**config.mk**
```make
export PLATFORM = sky130hd
export DESIGN_NAME = encoder_knob_menu_controller_top_flat
export DESIGN_NICKNAME = d
export VERILOG_FILES = /design/src/rtl/ekmc_pkg.sv /design/src/rtl/ekmc_if.sv /design/src/rtl/ekmc_cfg.sv /design/src/rtl/ekmc_core.sv /design/src/rtl/encoder_knob_menu_controller_top.sv /design/src/flat_wrapper.sv
export SDC_FILE = /design/constraint.sdc
export NUM_CORES = 1
export LEC_CHECK = 0
export CORE_MARGIN = 2
export CORE_UTILIZATION = 60
export DETAILED_ROUTE_END_ITERATION = 7
export DONT_BUFFER_PORTS = 1
export HOLD_SLACK_MARGIN = 0.15
export PLACE_DENSITY = 0.72
export SLEW_MARGIN = 20
export SYNTH_ARGS = -nofsm -noshare
export SYNTH_HDL_FRONTEND = slang
export SYNTH_SLANG_ARGS = --single-unit
```
**constraint.sdc**
```tcl
create_clock -name clk -period 13.4 [get_ports clk]
set_input_delay 1.34 -clock clk [delete_from_list [all_inputs] [get_ports clk]]
set_output_delay 1.34 -clock clk [all_outputs]
set_load 0.02 [all_outputs]
```
**src/rtl/ekmc_pkg.sv**
```systemverilog
// Package: shared types, register indexes and constants of the knob menu controller.
package ekmc_pkg;

  localparam logic [2:0]  PAGE_FIRST  = 3'd1;
  localparam logic [2:0]  PAGE_THREE  = 3'd3;
  localparam logic [2:0]  PAGE_LAST   = 3'd5;

  localparam logic [1:0]  STAGE_BROWSE = 2'd0;
  localparam logic [1:0]  STAGE_SELECT = 2'd1;
  localparam logic [1:0]  STAGE_ADJUST = 2'd2;
  localparam logic [1:0]  STAGE_APPLY  = 2'd3;

  localparam logic [7:0]  HISTORY_FULL = 8'hFF;
  localparam logic [10:0] HOLD_MAX     = 11'd2047;

  localparam logic [15:0] PULSE_PERIOD_RST = 16'd1000;
  localparam logic [10:0] HOLD_TICKS_RST   = 11'd100;
  localparam logic [9:0]  PUMP_LIMIT_RST   = 10'd300;
  localparam logic [7:0]  LOOP_LIMIT_RST   = 8'd50;

  localparam int CFG_INDEX_W = 3;
  localparam int CFG_DATA_W  = 16;

  typedef enum logic [CFG_INDEX_W-1:0] {
    REG_PULSE_PERIOD = 3'd0,
    REG_HOLD_TICKS   = 3'd1,
    REG_PUMP_LIMIT   = 3'd2,
    REG_LOOP_LIMIT   = 3'd3
  } cfg_reg_t;

  typedef struct packed {
    logic [15:0] pulse_period;
    logic [10:0] hold_ticks;
    logic [9:0]  pump_limit;
    logic [7:0]  loop_limit;
  } cfg_t;

  typedef struct packed {
    logic knob_a;
    logic knob_b;
    logic button_level;
    logic a_rose;
    logic button_rose;
    logic pulse_done;
    logic stage_done;
  } tick_t;

  typedef struct packed {
    logic [2:0]        page_now;
    logic [1:0]        stage_now;
    logic              pump_line_selected;
    logic [9:0]        pump_value_out;
    logic signed [7:0] power_value;
    logic [7:0]        loops;
    logic              pulse_on;
    logic              dc_on;
    logic              pulse_ready;
  } result_t;

endpackage

```
**src/rtl/ekmc_if.sv**
```systemverilog
// Interfaces: tick input channel and status result channel.
interface ekmc_tick_if;
  logic valid;
  logic ready;
  logic knob_a;
  logic knob_b;
  logic button_level;
  logic a_rose;
  logic button_rose;
  logic pulse_done;
  logic stage_done;

  modport source (output valid, knob_a, knob_b, button_level, a_rose, button_rose,
                  pulse_done, stage_done, input ready);
  modport sink (input valid, knob_a, knob_b, button_level, a_rose, button_rose,
                pulse_done, stage_done, output ready);
endinterface

interface ekmc_status_if;
  logic              valid;
  logic              ready;
  logic [2:0]        page_now;
  logic [1:0]        stage_now;
  logic              pump_line_selected;
  logic [9:0]        pump_value_out;
  logic signed [7:0] power_value;
  logic [7:0]        loops;
  logic              pulse_on;
  logic              dc_on;
  logic              pulse_ready;

  modport source (output valid, page_now, stage_now, pump_line_selected, pump_value_out,
                  power_value, loops, pulse_on, dc_on, pulse_ready, input ready);
  modport sink (input valid, page_now, stage_now, pump_line_selected, pump_value_out,
                power_value, loops, pulse_on, dc_on, pulse_ready, output ready);
endinterface

```
**src/rtl/ekmc_cfg.sv**
```systemverilog
// Configuration register file with plain write port.
module ekmc_cfg (
  input  logic                           clk,
  input  logic                           rst,
  input  logic                           wen,
  input  logic [ekmc_pkg::CFG_INDEX_W-1:0] index,
  input  logic [ekmc_pkg::CFG_DATA_W-1:0]  data,
  output ekmc_pkg::cfg_t                 cfg
);
  import ekmc_pkg::*;

  always_ff @(posedge clk) begin
    if (rst) begin
      cfg.pulse_period <= PULSE_PERIOD_RST;
      cfg.hold_ticks   <= HOLD_TICKS_RST;
      cfg.pump_limit   <= PUMP_LIMIT_RST;
      cfg.loop_limit   <= LOOP_LIMIT_RST;
    end else if (wen) begin
      case (cfg_reg_t'(index))
        REG_PULSE_PERIOD: cfg.pulse_period <= data[15:0];
        REG_HOLD_TICKS:   cfg.hold_ticks   <= data[10:0];
        REG_PUMP_LIMIT:   cfg.pump_limit   <= data[9:0];
        REG_LOOP_LIMIT:   cfg.loop_limit   <= data[7:0];
        default: ;
      endcase
    end
  end

endmodule

```
**src/rtl/ekmc_core.sv**
```systemverilog
// Menu state registers and the single-pass tick update.
module ekmc_core (
  input  logic              clk,
  input  logic              rst,
  input  logic              en,
  input  ekmc_pkg::tick_t   tick,
  input  ekmc_pkg::cfg_t    cfg,
  output ekmc_pkg::result_t result
);
  import ekmc_pkg::*;

  logic [15:0]       pulse_count, pulse_count_next;
  logic [7:0]        a_history, a_history_next;
  logic              rotate_pending, rotate_pending_next;
  logic              press_pending, press_pending_next;
  logic [2:0]        page_reg, page_reg_next;
  logic [1:0]        edit_stage, edit_stage_next;
  logic              pump_line, pump_line_next;
  logic [9:0]        pump_setting, pump_setting_next;
  logic signed [7:0] power_setting, power_setting_next;
  logic [7:0]        loop_count, loop_count_next;
  logic              pulse_mode, pulse_mode_next;
  logic              dc_hold, dc_hold_next;
  logic [10:0]       hold_count, hold_count_next;

  logic              rot_p;
  logic              press_p;
  logic [15:0]       pc_base;
  logic [16:0]       pc_inc;
  logic              fire;
  logic              fwd;
  logic signed [11:0] pump_t;
  logic signed [8:0]  pow_t;
  logic signed [9:0]  loop_t;
  logic              in_menu;
  logic              on_last;

  always_comb begin
    rot_p   = rotate_pending | tick.a_rose;
    press_p = press_pending | tick.button_rose;
    edit_stage_next = tick.stage_done ? STAGE_BROWSE : edit_stage;

    pc_base = tick.pulse_done ? 16'd0 : pulse_count;
    pc_inc  = {1'b0, pc_base} + 17'd1;
    pulse_count_next = (pc_inc >= {1'b0, cfg.pulse_period}) ? cfg.pulse_period
                                                             : pc_inc[15:0];

    a_history_next = {a_history[6:0], tick.knob_a};
    fire = rot_p && (a_history_next == HISTORY_FULL);
    fwd  = tick.knob_a ^ tick.knob_b;
    rotate_pending_next = fire ? 1'b0 : rot_p;

    page_reg_next  = page_reg;
    pump_line_next = pump_line;
    pump_t = $signed({2'b00, pump_setting});
    pow_t  = {power_setting[7], power_setting};
    loop_t = $signed({2'b00, loop_count});
    power_setting_next = power_setting;

    if (fire) begin
      case (edit_stage_next)
        STAGE_BROWSE: begin
          if (fwd) page_reg_next = (page_reg >= PAGE_LAST) ? PAGE_FIRST : page_reg + 3'd1;
          else     page_reg_next = (page_reg <= PAGE_FIRST) ? PAGE_LAST : page_reg - 3'd1;
        end
        STAGE_SELECT: pump_line_next = ~pump_line;
        STAGE_ADJUST: begin
          if (pump_line) begin
            pump_t = fwd ? pump_t + 12'sd1 : pump_t - 12'sd1;
          end else begin
            pow_t = fwd ? pow_t - 9'sd1 : pow_t + 9'sd1;
            if (pow_t > 9'sd127)       power_setting_next = 8'sd127;
            else if (pow_t < -9'sd128) power_setting_next = -8'sd128;
            else                       power_setting_next = pow_t[7:0];
          end
        end
        default: loop_t = fwd ? loop_t + 10'sd1 : loop_t - 10'sd1;
      endcase
    end

    if (pump_t > $signed({2'b00, cfg.pump_limit})) pump_setting_next = cfg.pump_limit;
    else if (pump_t < 12'sd0)                      pump_setting_next = 10'd0;
    else                                           pump_setting_next = pump_t[9:0];

    if (loop_t > $signed({2'b00, cfg.loop_limit})) loop_t = $signed({2'b00, cfg.loop_limit});
    loop_count_next = (loop_t < 10'sd1) ? 8'd1 : loop_t[7:0];

    in_menu = (page_reg_next == PAGE_FIRST) || (page_reg_next == PAGE_THREE);
    on_last = (page_reg_next == PAGE_LAST);

    pulse_mode_next = pulse_mode;
    dc_hold_next    = dc_hold;
    if (tick.button_level && press_p && (in_menu || on_last)) begin
      hold_count_next    = (hold_count < HOLD_MAX) ? hold_count + 11'd1 : hold_count;
      press_pending_next = press_p;
    end else begin
      hold_count_next    = 11'd0;
      press_pending_next = 1'b0;
    end

    if (hold_count_next > cfg.hold_ticks) begin
      if (in_menu) begin
        if (edit_stage_next < STAGE_APPLY) edit_stage_next = edit_stage_next + 2'd1;
      end else if (on_last) begin
        if (!dc_hold) begin
          pulse_mode_next = ~pulse_mode;
          dc_hold_next    = 1'b1;
          edit_stage_next = STAGE_BROWSE;
        end else begin
          dc_hold_next = 1'b0;
          if (pulse_mode) edit_stage_next = STAGE_APPLY;
        end
      end
      hold_count_next    = 11'd0;
      press_pending_next = 1'b0;
    end

    result.page_now           = page_reg_next;
    result.stage_now          = edit_stage_next;
    result.pump_line_selected = pump_line_next;
    result.pump_value_out     = pump_setting_next;
    result.power_value        = power_setting_next;
    result.loops              = loop_count_next;
    result.pulse_on           = pulse_mode_next;
    result.dc_on              = dc_hold_next;
    result.pulse_ready        = (pulse_count_next >= cfg.pulse_period);
  end

  always_ff @(posedge clk) begin
    if (rst) begin
      pulse_count    <= 16'd0;
      a_history      <= HISTORY_FULL;
      rotate_pending <= 1'b0;
      press_pending  <= 1'b0;
      page_reg       <= PAGE_FIRST;
      edit_stage     <= STAGE_BROWSE;
      pump_line      <= 1'b1;
      pump_setting   <= 10'd0;
      power_setting  <= 8'sd0;
      loop_count     <= 8'd1;
      pulse_mode     <= 1'b0;
      dc_hold        <= 1'b0;
      hold_count     <= 11'd0;
    end else if (en) begin
      pulse_count    <= pulse_count_next;
      a_history      <= a_history_next;
      rotate_pending <= rotate_pending_next;
      press_pending  <= press_pending_next;
      page_reg       <= page_reg_next;
      edit_stage     <= edit_stage_next;
      pump_line      <= pump_line_next;
      pump_setting   <= pump_setting_next;
      power_setting  <= power_setting_next;
      loop_count     <= loop_count_next;
      pulse_mode     <= pulse_mode_next;
      dc_hold        <= dc_hold_next;
      hold_count     <= hold_count_next;
    end
  end

endmodule

```
**src/rtl/encoder_knob_menu_controller_top.sv**
```systemverilog
// Top level: knob menu controller with input and result registers.
//
//   channel   dir  width  content
//   tick      in   7      knob pins, button, edge flags, software acks
//   status    out  35     page, stage, line, pump, power, loops, modes, ready
//   cfg       in   3+16   register index and write data, write enable
//
// One tick beat per cycle sustained while the status side is ready; a beat's result reaches
// the status port after acceptance through the input register, then the result register.
// The result register decouples the sides: a new tick is taken while a result waits
// if the input register is empty, and the input register holds when both are full.
// rst is synchronous and restores all menu state and register defaults.
module encoder_knob_menu_controller_top (
  input  logic                             clk,
  input  logic                             rst,
  ekmc_tick_if.sink                        tick,
  ekmc_status_if.source                    status,
  input  logic                             cfg_wen,
  input  logic [ekmc_pkg::CFG_INDEX_W-1:0] cfg_index,
  input  logic [ekmc_pkg::CFG_DATA_W-1:0]  cfg_data
);
  import ekmc_pkg::*;

  cfg_t    cfg;
  tick_t   in_q;
  logic    in_valid;
  result_t core_res;
  result_t out_q;
  logic    out_valid;
  logic    advance;

  ekmc_cfg u_cfg (
    .clk   (clk),
    .rst   (rst),
    .wen   (cfg_wen),
    .index (cfg_index),
    .data  (cfg_data),
    .cfg   (cfg)
  );

  ekmc_core u_core (
    .clk    (clk),
    .rst    (rst),
    .en     (advance),
    .tick   (in_q),
    .cfg    (cfg),
    .result (core_res)
  );

  assign advance    = in_valid && (!out_valid || status.ready);
  assign tick.ready = !in_valid || advance;

  always_ff @(posedge clk) begin
    if (rst) begin
      in_valid  <= 1'b0;
      out_valid <= 1'b0;
    end else begin
      if (tick.valid && tick.ready) begin
        in_valid <= 1'b1;
      end else if (advance) begin
        in_valid <= 1'b0;
      end
      if (advance) begin
        out_valid <= 1'b1;
      end else if (status.ready) begin
        out_valid <= 1'b0;
      end
    end
  end

  always_ff @(posedge clk) begin
    if (tick.valid && tick.ready) begin
      in_q.knob_a       <= tick.knob_a;
      in_q.knob_b       <= tick.knob_b;
      in_q.button_level <= tick.button_level;
      in_q.a_rose       <= tick.a_rose;
      in_q.button_rose  <= tick.button_rose;
      in_q.pulse_done   <= tick.pulse_done;
      in_q.stage_done   <= tick.stage_done;
    end
    if (advance) begin
      out_q <= core_res;
    end
  end

  assign status.valid              = out_valid;
  assign status.page_now           = out_q.page_now;
  assign status.stage_now          = out_q.stage_now;
  assign status.pump_line_selected = out_q.pump_line_selected;
  assign status.pump_value_out     = out_q.pump_value_out;
  assign status.power_value        = out_q.power_value;
  assign status.loops              = out_q.loops;
  assign status.pulse_on           = out_q.pulse_on;
  assign status.dc_on              = out_q.dc_on;
  assign status.pulse_ready        = out_q.pulse_ready;

endmodule

```
**src/flat_wrapper.sv**
```systemverilog
// flat-port wrapper written by rule: the top's interface ports become plain ports
module encoder_knob_menu_controller_top_flat import ekmc_pkg::*;
  (clk, rst, cfg_wen, cfg_index, cfg_data, tick_valid, tick_knob_a, tick_knob_b, tick_button_level, tick_a_rose, tick_button_rose, tick_pulse_done, tick_stage_done, tick_ready, status_valid, status_page_now, status_stage_now, status_pump_line_selected, status_pump_value_out, status_power_value, status_loops, status_pulse_on, status_dc_on, status_pulse_ready, status_ready);
  ekmc_tick_if tick_i ();
  ekmc_status_if status_i ();
  input  logic clk;
  input  logic rst;
  input  logic cfg_wen;
  input  logic [ekmc_pkg::CFG_INDEX_W-1:0] cfg_index;
  input  logic [ekmc_pkg::CFG_DATA_W-1:0] cfg_data;
  input wire logic [$bits(tick_i.valid)-1:0] tick_valid;
  input wire logic [$bits(tick_i.knob_a)-1:0] tick_knob_a;
  input wire logic [$bits(tick_i.knob_b)-1:0] tick_knob_b;
  input wire logic [$bits(tick_i.button_level)-1:0] tick_button_level;
  input wire logic [$bits(tick_i.a_rose)-1:0] tick_a_rose;
  input wire logic [$bits(tick_i.button_rose)-1:0] tick_button_rose;
  input wire logic [$bits(tick_i.pulse_done)-1:0] tick_pulse_done;
  input wire logic [$bits(tick_i.stage_done)-1:0] tick_stage_done;
  output wire logic [$bits(tick_i.ready)-1:0] tick_ready;
  output wire logic [$bits(status_i.valid)-1:0] status_valid;
  output wire logic [$bits(status_i.page_now)-1:0] status_page_now;
  output wire logic [$bits(status_i.stage_now)-1:0] status_stage_now;
  output wire logic [$bits(status_i.pump_line_selected)-1:0] status_pump_line_selected;
  output wire logic [$bits(status_i.pump_value_out)-1:0] status_pump_value_out;
  output wire logic [$bits(status_i.power_value)-1:0] status_power_value;
  output wire logic [$bits(status_i.loops)-1:0] status_loops;
  output wire logic [$bits(status_i.pulse_on)-1:0] status_pulse_on;
  output wire logic [$bits(status_i.dc_on)-1:0] status_dc_on;
  output wire logic [$bits(status_i.pulse_ready)-1:0] status_pulse_ready;
  input wire logic [$bits(status_i.ready)-1:0] status_ready;
  assign tick_i.valid = tick_valid;
  assign tick_i.knob_a = tick_knob_a;
  assign tick_i.knob_b = tick_knob_b;
  assign tick_i.button_level = tick_button_level;
  assign tick_i.a_rose = tick_a_rose;
  assign tick_i.button_rose = tick_button_rose;
  assign tick_i.pulse_done = tick_pulse_done;
  assign tick_i.stage_done = tick_stage_done;
  assign tick_ready = tick_i.ready;
  assign status_valid = status_i.valid;
  assign status_page_now = status_i.page_now;
  assign status_stage_now = status_i.stage_now;
  assign status_pump_line_selected = status_i.pump_line_selected;
  assign status_pump_value_out = status_i.pump_value_out;
  assign status_power_value = status_i.power_value;
  assign status_loops = status_i.loops;
  assign status_pulse_on = status_i.pulse_on;
  assign status_dc_on = status_i.dc_on;
  assign status_pulse_ready = status_i.pulse_ready;
  assign status_i.ready = status_ready;
  encoder_knob_menu_controller_top u_core (.clk(clk), .rst(rst), .tick(tick_i), .status(status_i), .cfg_wen(cfg_wen), .cfg_index(cfg_index), .cfg_data(cfg_data));
endmodule
```
==> After elaboration in Yosys (flattened, before gate mapping) <==
Index checks and enable logic that the tools add are counted.
{ "word_totals": {"register_bits": 159, "latch_bits": 0, "mem_bits_rw": 0, "mem_bits_ro": 0, "output_inout_bits": 37, "n_memories": 0} }
{ "op_classes": {"n_addsub": 11, "multipliers": 0, "div": 0, "magnitude_cmp": 13, "eq_ne": 9, "n_shift": 0, "n_mux": 51, "bitwise": 5, "reduce_logical": 20} }
{ "ops": {"columns": ["operator", "n"], "rows": [
  ["$mux W10", 6],
  ["$mux W12", 4],
  ["$mux W8", 6],
  ["$mux W11", 3],
  ["$mux W16", 2],
  ["$add A16 B1 Y17 const B", 1],
  ["$ge A17 B16 Y1", 1],
  ["$mux W1", 17],
  ["$ge A16 B16 Y1", 1],
  ["$mux W3", 5],
  ["$mux W2", 7],
  ["$gt A12 B11 Y1", 1],
  ["$lt A12 B1 Y1 const B", 1],
  ["$add A10 B1 Y11 const B", 1],
  ["$add A11 B1 Y11 const B", 1],
  ["$gt A11 B11 Y1", 1],
  ["$lt A11 B11 Y1 const B", 1],
  ["$sub A10 B1 Y11 const B", 1],
  ["$gt A10 B9 Y1", 1],
  ["$lt A10 B2 Y1 const B", 1],
  ["$add A8 B1 Y9 const B", 1],
  ["$add A8 B2 Y9 const B", 1],
  ["$eq A3 B2 Y1 const B", 3],
  ["$gt A9 B8 Y1 const B", 1],
  ["26 further kinds", 41]
]} }

==> Logic depth before layout (Yosys ltp) <==
Gate-level depths: netlist of the first run.
{ "logic_depth": {"ltp_word": 12, "mapped_depth": 29, "mapped_depth_nobuf": 24} }

==> Cells and area by module <==
A second synthesis of the first run with hierarchy kept.
{ "hier_totals": {"cells_unflattened": 1126, "hier_area_um2": 10017.1} }
{ "by_module_without_submodules": {"columns": ["mod", "n_inst", "cells_each", "area_each_um2"], "rows": [
  ["ekmc_core", 1, 897, 6796.5],
  ["ekmc_cfg", 1, 177, 1855.5],
  ["encoder_knob_menu_controller_top", 1, 52, 1365.1]
]} }

==> Worst setup path before layout of the first run <==
OpenSTA, ideal clock, no wires.
{ "synth_timing": {"path_kind": "reg2reg", "from": "register u_core.in_q[1] (netlist bit)", "to": "register u_core.out_q, in the netlist u_core.status.pulse_ready (data pin)", "arrival_time_ns": 5.380, "required_ns": 13.138, "path_slack_ns": 7.758, "stages_incl_launch_ff": 26, "n_path_buf": 4, "synth_period_minus_slack_ns": 5.642, "path_cell_list": "edfxtp_1 -> clkbuf_1 -> clkbuf_1 -> nor2b_1 -> ha_1 -> and3_1 -> clkbuf_1 -> nand3_1 -> xnor2_1 -> ha_1 -> a21o_1 -> a21o_1 -> a21o_1 -> a2111oi_0 -> a21oi_1 -> o21ai_2 -> buf_4 -> mux2_1 -> ha_1 -> a21o_1 -> a21o_1 -> a21o_1 -> a21o_1 -> a2111oi_0 -> o31a_1 -> o21ai_0"} }
{ "synth_lines": {"columns": ["element", "line_no", "rtl"], "rows": [
  ["start: declaration", "encoder_knob_menu_controller_top.sv:25", "tick_t in_q;"],
  ["end signal: assignment", "encoder_knob_menu_controller_top.sv:82", "out_q <= core_res;"],
  ["end: declaration", "encoder_knob_menu_controller_top.sv:28", "result_t out_q;"]
]} }

==> out/qor.txt, run 1 <==
OUTCOME
------------------------------------------------------------------------------------------------------
Outcome                                                                                   finished, final reports clean

FINISH
------------------------------------------------------------------------------------------------------
Register ranked first by flip-flop count                                                  u_core.u_cfg.cfg
Filler cell count                                                                                1,343
Fraction of final layout cells with drive strength greater than 1                               0.0676
Biggest registers after layout                                                            u_core.u_cfg.cfg (45), u_core.u_core.pulse_count (16), u_core.u_core.hold_count (11)
Area grow syn2layout                                                                             7.92%
Ant diodes                                                                                           0
Max reg flops                                                                                       45
Final design instance area without fill                                                   10,400 sq um
Layout Nets                                                                                      1,207
Core utilization of the finished layout                                                          0.658

ROUTING
------------------------------------------------------------------------------------------------------
Vias                                                                                             7,955
Detailed-router iteration count before antenna repair                                                8
Final antenna-violating net count                                                                    0
DRC violation total after the first TritonRoute iteration                                          577
Drt drc                                                                                              0
Routed via count divided by cell count                                                            6.00
Average routed wire per standard cell                                                     16.9 microns
Wirelength, routed                                                                             22.4 mm

GLOBAL ROUTE
------------------------------------------------------------------------------------------------------
Via count of the first global-routing pass                                                       7,323
Global route hottest layer                                                                        met2
Total global-route track usage                                                                   0.274
Maximum number of pins on one net before global-route repair                                        72
Met3 capacity usage during global routing                                                       0.0497
Remaining global-route overflow                                                                      0
Antenna violations before repair                                                                     0
M2 GR Usage                                                                                      0.437
Global routing usage on met1                                                                     0.376
Global-route wire length before repair                                                         36.8 mm

CRITICAL PATH
------------------------------------------------------------------------------------------------------
Endpoint arrival time on the critical path                                                     6.70 ns
Category of the critical setup timing path                                                flop to flop
Critical path peak fanout                                                                           18
Startpoint type of the worst setup path                                                           flop
Critical path data required time                                                              13.57 ns
Crit end category                                                                                 flop
R2R Setup Slk                                                                                  6.87 ns

SYNTH
------------------------------------------------------------------------------------------------------
Top post-synthesis cells by area                                                          dfxtp_1, edfxtp_1, ha_1
Cell area after synthesis                                                                   9650 sq um
Leading cell type by number of instances after synthesis                                       nand2_1
Simple-Gate Fraction of Synth Area                                                               0.217
Async set or reset register ratio after synthesis                                                    0
Commonest cells post-synth                                                                nand2_1, dfxtp_1, a21oi_1
Area leader, netlist                                                                           dfxtp_1
Main synth FF type                                                                             dfxtp_1
Main combinational cell family by area after synthesis                                    simple AND/OR/NAND/NOR gates
Post-Synth Adder-Cell Area                                                                       0.104
Number of synthesized flops with an enable pin                                                      42
Cells after synthesis                                                                            1,126
Number of storage elements in the synthesis netlist                                                159
Synth Area in Compound Gates                                                                     0.189
Warnings, synthesis                                                                                  0
Post-synthesis xor/xnor area fraction                                                           0.0398
Average size of a mapped cell                                                               8.57 sq um
Distinct cell type count after synthesis                                                            77
Sequential-to-total area share from yosys stat                                                   0.373
Number of nets in the synthesized netlist                                                        1,236
Fraction of synthesized area in multiplexers                                                    0.0290
Fraction of post-synthesis cell area in the top cell type by area                                0.243

DIE
------------------------------------------------------------------------------------------------------
DIE HEIGHT                                                                                 131 microns
Die Width                                                                                  131 microns
Initial core utilization                                                                         0.610
Core Footprint                                                                            15,800 sq um
Top-level I/O count                                                                                 68
Std cell rows                                                                                       46
Die ar.                                                                                   17,100 sq um

POWER AND IR DROP
------------------------------------------------------------------------------------------------------
Peak supply drop                                                                              0.104 mV
Total power after layout                                                                       1180 uW
Power density over cell area                                                               113 nW/um^2
Static leakage                                                                              0.00411 uW

CLOCK TREE
------------------------------------------------------------------------------------------------------
Max Buffers Root-to-Sink                                                                             2
Post-CTS Setup Repair Bufs                                                                           0
Later-pin clock latency in the skew report                                                     0.43 ns
Clock transition at the register clock pins on the worst setup and hold paths after CTS        0.07 ns
TritonCTS clock tree                                                                               yes
Sink count of the clock tree                                                                       159
CTS-repair resized insts                                                                             0
CTS H-Tree Depth                                                                                     4
Post-CTS Hold Fix Bufs                                                                               0
CTS Root Cell                                                                                clkbuf_16
Number of buffers added by the clock tree synthesis step                                            17

TIMING
------------------------------------------------------------------------------------------------------
Final-report setup violation count                                                                   0
Largest clock skew in the final design                                                      0.00793 ns
Setup repair after global routing missed its margin                                                 no
Time the final worst path needs with I/O delays and setup                                      6.53 ns
Final-report hold violation count                                                                    0
Transition time at the pin with the least slew margin                                          1.13 ns
Fmax                                                                                           153 MHz
Max transition margin                                                                            0.244
Ratio of final minimum period to clock period                                                    0.487
Pins Over Slew Limit                                                                                 0
Post-layout worst setup margin                                                                 6.87 ns
Post-route setup TNS                                                                              0 ns

HOLD PATH
------------------------------------------------------------------------------------------------------
Worst min-delay path class                                                                flop to flop

PLACE
------------------------------------------------------------------------------------------------------
Hpwl dp                                                                                        16.0 mm
Placed cell area                                                                            9760 sq um
Final weighted congestion in routability-driven placement                                        0.887
PortBufs                                                                                             0
Worst slack, placed                                                                            6.96 ns

JOB
------------------------------------------------------------------------------------------------------
Max cap viols                                                                                        0

-- critical path: stages, from the launching register on --
cell and delay [ns]:
edfxtp_1 0.66, nor2b_1 0.39, ha_1 0.25, and3_1 0.30, nand3_1 0.18, xnor2_1 0.27, ha_1 0.30, a21o_1 0.17
a21o_1 0.17, a21o_1 0.19, a2111oi_0 0.38, a21oi_1 0.23, o21ai_2 0.72, mux2_1 0.41, ha_1 0.28, a21o_1 0.15
a21o_1 0.17, a21o_1 0.17, a21o_1 0.16, a2111oi_0 0.44, o31a_1 0.20, o21ai_0 0.08
-- placed cells by master (no fill, tap or decap), drive strengths merged, types with 7 or more instances in the layout --
master,instances
nand2,160
dfxtp,117
a21oi,85
ha,78
inv,70
nor2,65
o21ai,56
edfxtp,42
nand3,40
nor3,33
o211ai,26
xor2,22
xnor2,21
a21o,20
nand4,19
or3,18
clkbuf,17
nor2b,16
mux2,16
o21a,15
o21ba,13
and3,11
nand2b,11
nor4,11
mux2i,10
o31ai,9
a211oi,8
or4,8
and2,8
and4,7
-- cell families (layout without fill, tap and decap cells) --
logic type	after synthesis	after routing
simple gates	423	423
compound gates	277	277
flops	159	159
buf+inv	118	102
fa+ha+maj	80	80
xor+xnor	43	43
mux	26	26
-- where the power goes --
| part | switching (uW) | internal (uW) | leakage [uW] |
|---|---|---|---|
| Clock | 209 | 334 | 0.000320 |
| Sequential | 17.8 | 509 | 0.00135 |
| Combinational | 67.9 | 43.5 | 0.00245 |
-- routing by layer --
metal  wire, microns  up-vias
li1                -     3984
met1           10400     3718
met2           10300      219
met3            1160       34
met4             520        0
met5               0        -
-- per-stage QoR --
stage / instances / hold WS (ns)
3_5_place_dp: 1294 / 0.441
4_1_cts: 1326 / 0.451
3_3_place_gp: 1294 / 0.437
5_1_grt: 1326 / 0.466
6_report: 1326 / 0.448
2_1_floorplan: 1126 / 0.433
-- final timing paths --
kind	startpoint	cells after the start	to
worst min register to register	u_core.u_cfg.cfg[28]	2	u_core.u_cfg.cfg[28]
worst max register to register	u_core.in_q[1]	21	u_core.status.pulse_ready
worst min-delay path	u_core.u_cfg.cfg[28]	2	u_core.u_cfg.cfg[28]
worst max-delay path	u_core.in_q[1]	21	u_core.status.pulse_ready
-- cell type report --
cell class | count | area [sq um] | share of cell area
sequential | 159 | 3600 | 0.346
inverter | 65 | 244 | 0.0234
multi-input combinational | 849 | 5600 | 0.538
clock buffer | 17 | 425 | 0.0408
timing repair buffer | 5 | 37.5 | 0.00360
tap | 216 | 270 | 0.0259
clock inverter | 15 | 233 | 0.0223
Power figures use the tool's default switching activity.
==> inputs of run 2 (changes only) <==
--- a/config.mk
+++ b/config.mk
@@ -6,7 +6,7 @@
 export NUM_CORES = 1
 export LEC_CHECK = 0
 export CORE_MARGIN = 2
-export CORE_UTILIZATION = 60
+export CORE_UTILIZATION = 58
 export DETAILED_ROUTE_END_ITERATION = 7
 export DONT_BUFFER_PORTS = 1
 export HOLD_SLACK_MARGIN = 0.15
==> constraint.sdc (replaced) <==
create_clock -name clk -period 5.66 [get_ports clk]
set_input_delay 0.566 -clock clk [delete_from_list [all_inputs] [get_ports clk]]
set_output_delay 0.566 -clock clk [all_outputs]
set_load 0.02 [all_outputs]
==> run 2 against run 1 <==
  * First-iteration DRC count is 4.9% lower
  * Sequential power increased by 140%
  * Sequential share of layout area fell by 0.071 points
  * Routed wire length up 3.3%
  * Flip-flop and latch count stayed put
  * Via count is 1.3% higher
  * Critical path type unchanged
==> out/qor.txt, run 2 (synthesis results as in run 1) <==
OUTCOME
------------------------------------------------------------------------------------------------------
Outcome                                                                                   finished, final reports clean

CRITICAL PATH
------------------------------------------------------------------------------------------------------
Critical path data required time                                                               5.83 ns   -7.74 ns
Category of the critical setup timing path                                                flop to flop
CP dominant cell by count                                                                       a21o_1
R2R Setup Slk                                                                                  0.29 ns   -6.58 ns
Startpoint type of the worst setup path                                                           flop
Critical path peak fanout                                                                            5   -13
Biggest cell delay along the critical path                                                     0.44 ns   -0.28 ns
Endpoint arrival time on the critical path                                                     5.54 ns   -1.16 ns
Cells on worst reg2reg path                                                                         21   unchanged
Reg2Reg Launch Point                                                                      u_core.in_q[1]
Worst-path cell with the longest stage delay                                                  edfxtp_1
Crit end category                                                                                 flop
Ordered cell list for the critical path                                                   nor2b_1, ha_1, and3_2, nand3_1, or3_1, a21oi_1, ha_1, and4_1, a31oi_1, o21ai_1, a211o_1, o21ai_2, mux2_1, ha_1, a21o_1, a21o_1, a21o_1, a21o_1, a2111oi_2, o31a_1, o21ai_0
R2R Path End                                                                              u_core.status.pulse_ready

ROUTING
------------------------------------------------------------------------------------------------------
Final antenna-violating net count                                                                    0   unchanged
Drt drc                                                                                              0   unchanged
DRC violation total after the first TritonRoute iteration                                          549   -4.9%
Average routed wire per standard cell                                                     17.3 microns   +2.4%
Routed via count divided by cell count                                                            6.03   +0.46%
Wirelength, routed                                                                             23.1 mm   +3.3%
Detailed-router iteration count before antenna repair                                                5   -3
Vias                                                                                             8,058   +1.3%

FINISH
------------------------------------------------------------------------------------------------------
Layout Nets                                                                                      1,214   +0.58%
Ant diodes                                                                                           0   unchanged
Max reg flops                                                                                       45   unchanged
Non-filler cells, final                                                                          1,337   +0.83%
Filler cell count                                                                                1,406   +4.7%
Fraction of final layout cells with drive strength greater than 1                               0.0743   +0.00674
Area grow syn2layout                                                                             8.14%
Most common cell after layout, fill and taps aside                                             nand2_1
Biggest registers after layout                                                            u_core.u_cfg.cfg (45), u_core.u_core.pulse_count (16), u_core.u_core.hold_count (11)
Register ranked first by flip-flop count                                                  u_core.u_cfg.cfg
Most frequent cells in the layout                                                         nand2_1, dfxtp_1, a21oi_1, ha_1, nor2_1

TIMING
------------------------------------------------------------------------------------------------------
Setup repair after global routing missed its margin                                                 no
Pins Over Slew Limit                                                                                 0   unchanged
Final-report hold violation count                                                                    0   unchanged
Post-route setup TNS                                                                              0 ns   unchanged
Post-layout worst setup margin                                                                0.287 ns   -6.58 ns
Largest clock skew in the final design                                                       0.0102 ns   +0.00226 ns
Transition time at the pin with the least slew margin                                          1.02 ns   -0.105 ns
Ratio of final minimum period to clock period                                                    0.949   +0.462
Time the final worst path needs with I/O delays and setup                                      5.37 ns   -1.16 ns
Final-report setup violation count                                                                   0   unchanged
Fmax                                                                                           186 MHz   +22%
Max transition margin                                                                            0.314   +0.0699

DIE
------------------------------------------------------------------------------------------------------
Die Width                                                                                  133 microns   +1.7%
Std cell rows                                                                                       47   +2.2%
Die ar.                                                                                   17,700 sq um   +3.3%
Top-level I/O count                                                                                 68   unchanged
Core Footprint                                                                            16,400 sq um   +3.7%
Initial core utilization                                                                         0.588   -0.0215
DIE HEIGHT                                                                                 133 microns   +1.7%

GLOBAL ROUTE
------------------------------------------------------------------------------------------------------
Met3 capacity usage during global routing                                                       0.0625   +0.0128
Maximum number of pins on one net before global-route repair                                        72   unchanged
Total global-route track usage                                                                   0.263   -0.0104
Global-route wire length before repair                                                         37.4 mm   +1.5%
Remaining global-route overflow                                                                      0   unchanged
Via count of the first global-routing pass                                                       7,568   +3.3%
Antenna violations before repair                                                                     0   unchanged
Global route hottest layer                                                                        met2
Global routing usage on met1                                                                     0.340   -0.0365
M2 GR Usage                                                                                      0.433   -0.00367

CLOCK TREE
------------------------------------------------------------------------------------------------------
Later-pin clock latency in the skew report                                                     0.43 ns   about the same
Max Buffers Root-to-Sink                                                                             2   unchanged
Number of buffers added by the clock tree synthesis step                                            17   unchanged
Sink count of the clock tree                                                                       159   unchanged
Post-CTS Hold Fix Bufs                                                                               0   unchanged
CTS H-Tree Depth                                                                                     4   unchanged
CTS Root Cell                                                                                clkbuf_16
TritonCTS clock tree                                                                               yes
Clock transition at the register clock pins on the worst setup and hold paths after CTS        0.07 ns   about the same

HOLD PATH
------------------------------------------------------------------------------------------------------
Hold depth                                                                                           1   -1
Worst min-delay path class                                                                input port to flop
Hold Crit Start                                                                                    rst
Sink of the worst hold path                                                               u_core.u_core.pulse_mode

PLACE
------------------------------------------------------------------------------------------------------
# placed instances                                                                               1,304   +0.77%
Final weighted congestion in routability-driven placement                                        0.909   +2.4%
Hpwl dp                                                                                        16.3 mm   +2.2%
Worst slack, placed                                                                           0.140 ns   -6.82 ns
PortBufs                                                                                             0   unchanged

POWER AND IR DROP
------------------------------------------------------------------------------------------------------
Power density over cell area                                                               257 nW/um^2   +130%
Total power after layout                                                                       2680 uW   +130%
Static leakage                                                                              0.00414 uW   +0.63%
Peak supply drop                                                                              0.219 mV   +110%

JOB
------------------------------------------------------------------------------------------------------
Max cap viols                                                                                        0   unchanged

[run 2: cell types whose count changed in the layout (fill, tap and decap cells not counted), moves of 3 or more]
cell | before | now
buf_4 | 5 | 12
bufinv_16 | 5 | 1
clkbuf_1 | 0 | 4
clkbuf_8 | 0 | 5
inv_6 | 3 | 0
[run 2: area by class of cell]
| class | count | area (sq um) | share of cell area |
|---|---|---|---|
| clock buffers | 28 | 559 | 0.0536 |
| repair buffers | 12 | 90.1 | 0.00863 |
| well taps | 220 | 275 | 0.0264 |
| inverters | 65 | 244 | 0.0234 |
| multi-input cells | 849 | 5620 | 0.539 |
| clock inverters | 4 | 45.0 | 0.00431 |
| flip-flops and latches | 159 | 3600 | 0.345 |
[run 2: through the flow]
stage          cell area, sq um  utilization  hold WS [ns]
2_1_floorplan              9650            -         0.433
3_5_place_dp               9810        0.598         0.443
3_3_place_gp               9810        0.598         0.438
4_1_cts                   10400        0.635         0.194
5_1_grt                   10400        0.636         0.187
6_report                  10400        0.636         0.201
[run 2: repair_timing]
action                     CTS  global route
buffers inserted             0             1
hold endpoints to repair     0             0
resized for setup            0             6
setup endpoints to repair    0             1
[run 2: worst max-delay path by stage]
stage / startpoint / slack [ns] / depth (start not counted) / endpoint
floorplan: u_core.in_q[1] / 0.02 / 25 / u_core.status.pulse_ready
global placement: u_core.in_q[1] / 0.37 / 21 / u_core.status.pulse_ready
detailed placement: u_core.in_q[1] / 0.14 / 21 / u_core.status.pulse_ready
CTS: u_core.in_q[1] / 0.12 / 21 / u_core.status.pulse_ready
global route: u_core.in_q[1] / 0.03 / 22 / u_core.status.pulse_ready
finish: u_core.in_q[1] / 0.29 / 21 / u_core.status.pulse_ready
[run 2: metal layers]
layer  wire length [microns]  vias to the layer above
met5                       0                        -
met4                     560                        0
met3                    1190                       47
met2                   10900                      219
met1                   10500                     3794
li1                        -                     3998
[run 2: report_power, final]
| part | leakage [uW] | internal (uW) | switching, uW |
|---|---|---|---|
| Combinational | 0.00249 | 109 | 165 |
| Sequential | 0.00135 | 1200 | 41.0 |
| Clock | 0.000301 | 715 | 447 |
[run 2: worst max-delay path: cells and delay by family (launching register included)]
family	cells	cell delay, ns
adders and majority gates	3	0.77
and+or+nand+nor	5	1.19
DFF	1	0.44
muxes	1	0.37
AOI/OAI and AO/OA	12	2.33
==> inputs of run 3 (changes only) <==
--- a/config.mk
+++ b/config.mk
@@ -6,12 +6,13 @@
 export NUM_CORES = 1
 export LEC_CHECK = 0
 export CORE_MARGIN = 2
-export CORE_UTILIZATION = 58
+export CORE_UTILIZATION = 59
 export DETAILED_ROUTE_END_ITERATION = 7
 export DONT_BUFFER_PORTS = 1
 export HOLD_SLACK_MARGIN = 0.15
-export PLACE_DENSITY = 0.72
+export PLACE_DENSITY = 0.74
 export SLEW_MARGIN = 20
 export SYNTH_ARGS = -nofsm -noshare
 export SYNTH_HDL_FRONTEND = slang
+export SYNTH_HIERARCHICAL = 1
 export SYNTH_SLANG_ARGS = --single-unit
==> run 3 against run 2 <==
  * Global-route usage decreased by 0.38 points
  * Area after synthesis rose by 3.8%
  * Count of clock-buffer cells in the layout is 8 lower
  * Critical path depth up 3
  * First-iteration DRC count increased by 14%
  * Synthesized cell count did not move
  * Via count decreased by 2.0%
  * Highest routed layer unchanged
==> out/qor.txt, run 3 <==
OUTCOME
------------------------------------------------------------------------------------------------------
Outcome                                                                                   finished, final reports clean

FINISH
------------------------------------------------------------------------------------------------------
Most common cell after layout, fill and taps aside                                              nor2_1
Non-filler cells, final                                                                          1,329   -0.60%
Filler cell count                                                                                1,443   +2.6%
Biggest registers after layout                                                            u_core/u_cfg/cfg (45), u_core/u_core/pulse_count (16), u_core/u_core/hold_count (11)
Register ranked first by flip-flop count                                                  u_core/u_cfg/cfg
Fraction of final layout cells with drive strength greater than 1                               0.0730   -0.00127
Ant diodes                                                                                           0   unchanged
Layout Nets                                                                                      1,206   -0.66%
Max reg flops                                                                                       45   unchanged
Most frequent cells in the layout                                                         nor2_1, dfxtp_1, ha_1, inv_1, nand2_1
Area grow syn2layout                                                                             6.76%

CRITICAL PATH
------------------------------------------------------------------------------------------------------
R2R Setup Slk                                                                                  0.48 ns   +0.19 ns
Startpoint type of the worst setup path                                                           flop
Critical path data required time                                                               5.84 ns   about the same
Crit end category                                                                                 flop
Reg2Reg Launch Point                                                                      u_core/in_q[1]
CP delay by family, top                                                                   compound AO/OA/AOI/OAI gates
Category of the critical setup timing path                                                flop to flop
Worst-path cell with the longest stage delay                                                 a2111oi_1
Ordered cell list for the critical path                                                   buf_4, nor2b_1, ha_1, nand3_1, nor4_4, xnor2_1, ha_1, a21o_1, a21o_1, a21oi_1, a21boi_0, a2111oi_1, buf_4, or2_1, buf_6, o21ai_2, ha_1, a21oi_1, nor2b_1, o21ai_0, a21oi_1, o211ai_1, nand3_1, a211o_1
Critical path buffers and inverters                                                                  3   +3
Biggest cell delay along the critical path                                                     0.40 ns   -0.04 ns
Cells on worst reg2reg path                                                                         24   +14%
Critical path peak fanout                                                                           18   +13
R2R Path End                                                                              u_core/status.pulse_ready
Endpoint arrival time on the critical path                                                     5.37 ns   -0.17 ns

ROUTING
------------------------------------------------------------------------------------------------------
DRC violation total after the first TritonRoute iteration                                          626   +14%
Vias                                                                                             7,896   -2.0%
Routed via count divided by cell count                                                            5.94   -1.4%
Average routed wire per standard cell                                                     17.1 microns   -0.86%
Detailed-router iteration count before antenna repair                                                5   unchanged
Wirelength, routed                                                                             22.8 mm   -1.5%
Drt drc                                                                                              0   unchanged
Final antenna-violating net count                                                                    0   unchanged

TIMING
------------------------------------------------------------------------------------------------------
Pins Over Slew Limit                                                                                 0   unchanged
Ratio of final minimum period to clock period                                                    0.916   -0.0336
Final-report setup violation count                                                                   0   unchanged
Time the final worst path needs with I/O delays and setup                                      5.18 ns   -0.190 ns
Worst Hold Slack                                                                              0.198 ns   -0.00309 ns
Post-route setup TNS                                                                              0 ns   unchanged
Max transition margin                                                                            0.372   +0.0579
Fmax                                                                                           193 MHz   +3.7%
Transition time at the pin with the least slew margin                                         0.938 ns   -0.0866 ns
Largest clock skew in the final design                                                      0.00781 ns   -0.00237 ns
Final-report hold violation count                                                                    0   unchanged
Setup repair after global routing missed its margin                                                 no

HOLD PATH
------------------------------------------------------------------------------------------------------
Hold Crit Start                                                                                    rst
Hold depth                                                                                           1   unchanged
Sink of the worst hold path                                                               u_core/in_valid
Worst min-delay path class                                                                input port to flop

SYNTH
------------------------------------------------------------------------------------------------------
Fraction of post-synthesis cell area in the top cell type by area                                0.234   -0.00882
Distinct cell type count after synthesis                                                            82   +6.5%
Async set or reset register ratio after synthesis                                                    0   unchanged
Area leader, netlist                                                                           dfxtp_1
Cells after synthesis                                                                            1,126   unchanged
Number of nets in the synthesized netlist                                                        1,236   unchanged
Average size of a mapped cell                                                               8.90 sq um   +3.8%
Commonest cells post-synth                                                                nor2_1, dfxtp_1, ha_1
Number of synthesized flops with an enable pin                                                      42   unchanged
Cell area after synthesis                                                                 10,000 sq um   +3.8%
Number of storage elements in the synthesis netlist                                                159   unchanged
Warnings, synthesis                                                                                  6   +6
Main synth FF type                                                                             dfxtp_1
Sequential-to-total area share from yosys stat                                                   0.360   -0.0136
Leading cell type by number of instances after synthesis                                        nor2_1
Top post-synthesis cells by area                                                          dfxtp_1, edfxtp_1, ha_1

CLOCK TREE
------------------------------------------------------------------------------------------------------
TritonCTS clock tree                                                                               yes
Post-CTS Hold Fix Bufs                                                                               0   unchanged
Clock transition at the register clock pins on the worst setup and hold paths after CTS        0.07 ns   about the same
Max Buffers Root-to-Sink                                                                             2   unchanged
CTS H-Tree Depth                                                                                     4   unchanged
Later-pin clock latency in the skew report                                                     0.43 ns   about the same
CTS Root Cell                                                                                clkbuf_16
Number of buffers added by the clock tree synthesis step                                            17   unchanged
Sink count of the clock tree                                                                       159   unchanged

PLACE
------------------------------------------------------------------------------------------------------
Hpwl dp                                                                                        16.4 mm   +0.33%
# placed instances                                                                               1,297   -0.54%
Final weighted congestion in routability-driven placement                                        0.912   +0.35%
PortBufs                                                                                             0   unchanged

DIE
------------------------------------------------------------------------------------------------------
Initial core utilization                                                                         0.604   +0.0157
Core Footprint                                                                            16,600 sq um   +1.1%
Die Width                                                                                  134 microns   +0.97%
Std cell rows                                                                                       47   unchanged
Top-level I/O count                                                                                 68   unchanged
DIE HEIGHT                                                                                 134 microns   +0.97%
Die ar.                                                                                   18,000 sq um   +1.9%

GLOBAL ROUTE
------------------------------------------------------------------------------------------------------
Antenna violations before repair                                                                     0   unchanged
Global-route wire length before repair                                                         37.6 mm   +0.59%
Via count of the first global-routing pass                                                       7,690   +1.6%
Maximum number of pins on one net before global-route repair                                       133   +85%
Total global-route track usage                                                                   0.259   -0.00383
Remaining global-route overflow                                                                      0   unchanged

POWER AND IR DROP
------------------------------------------------------------------------------------------------------
Static leakage                                                                              0.00440 uW   +6.2%
Power density over cell area                                                               246 nW/um^2   -4.2%
Peak supply drop                                                                              0.193 mV   -12%

JOB
------------------------------------------------------------------------------------------------------
Max cap viols                                                                                        0   unchanged

[run 3: cell types whose count changed in the layout (fill, tap and decap cells not counted), moves of 13 or more]
cell / delta
a21oi_1: -31
mux2i_1: +56
nand2_1: -91
nand2b_1: +46
nor2_1: +75
nor3_1: -18
o211ai_1: -19
o32ai_1: +13
[run 3: cell type report]
cell class | count | area (sq um) | share of cell area
well taps | 220 | 275 | 0.0257
clock inverters | 12 | 130 | 0.0122
flip-flops and latches | 159 | 3600 | 0.337
inverters | 73 | 274 | 0.0256
clock buffers | 20 | 458 | 0.0428
repair buffers | 10 | 78.8 | 0.00737
multi-input cells | 835 | 5870 | 0.549
[run 3: kinds of logic (layout without fill, tap and decap cells)]
kind of cell / after synthesis / after routing / synth area share
xor gates and xnor gates: 46 / 46 / 0.0402
buffers and inverters: 132 / 115 / 0.0562
DFF: 159 / 159 / 0.360
AOI/OAI and AO/OA: 212 / 212 / 0.142
adders and majority gates: 81 / 81 / 0.101
muxes: 74 / 74 / 0.0776
and+or+nand+nor: 422 / 422 / 0.223
[run 3: worst max-delay path by stage]
stage | end | slack [ns] | from | depth (start not counted)
final | u_core/status.pulse_ready | 0.48 | u_core/in_q[1] | 24
after global routing | u_core/status.pulse_ready | 0.04 | u_core/in_q[1] | 24
after CTS | u_core/status.pulse_ready | 0.39 | u_core/in_q[1] | 24
after detailed placement | u_core/status.pulse_ready | 0.39 | u_core/in_q[1] | 24
after global placement | u_core/status.pulse_ready | 0.60 | u_core/in_q[1] | 24
after floorplan | u_core/status.pulse_ready | 0.67 | u_core/in_q[1] | 26
[run 3: layer usage]
layer,share of wire,GRT usage
met1,0.45,0.328
met3,0.039,0.0416
met4,0.032,0.111
met2,0.48,0.440
met5,0,0
[run 3: repair_timing]
action,4_1_cts,5_1_grt
buffers inserted,0,0
gates resized for setup,0,1
setup endpoints to repair,0,1
[run 3: report_power, final]
group	switching (uW)	internal, uW	total [uW]
logic	154	97.1	251
registers	35.7	1200	1230
clock network	470	679	1150
total	659	1970	2630
[run 3: metrics by stage]
step	instance area, sq um	util	total power, uW	worst slack [ns]
3_5_place_dp	10100	0.609	1500	0.390
2_1_floorplan	10000	-	1460	0.667
4_1_cts	10700	0.644	2650	0.388
6_report	10700	0.645	2630	0.477
5_1_grt	10700	0.645	2730	0.0397
3_3_place_gp	10100	0.609	1500	0.601
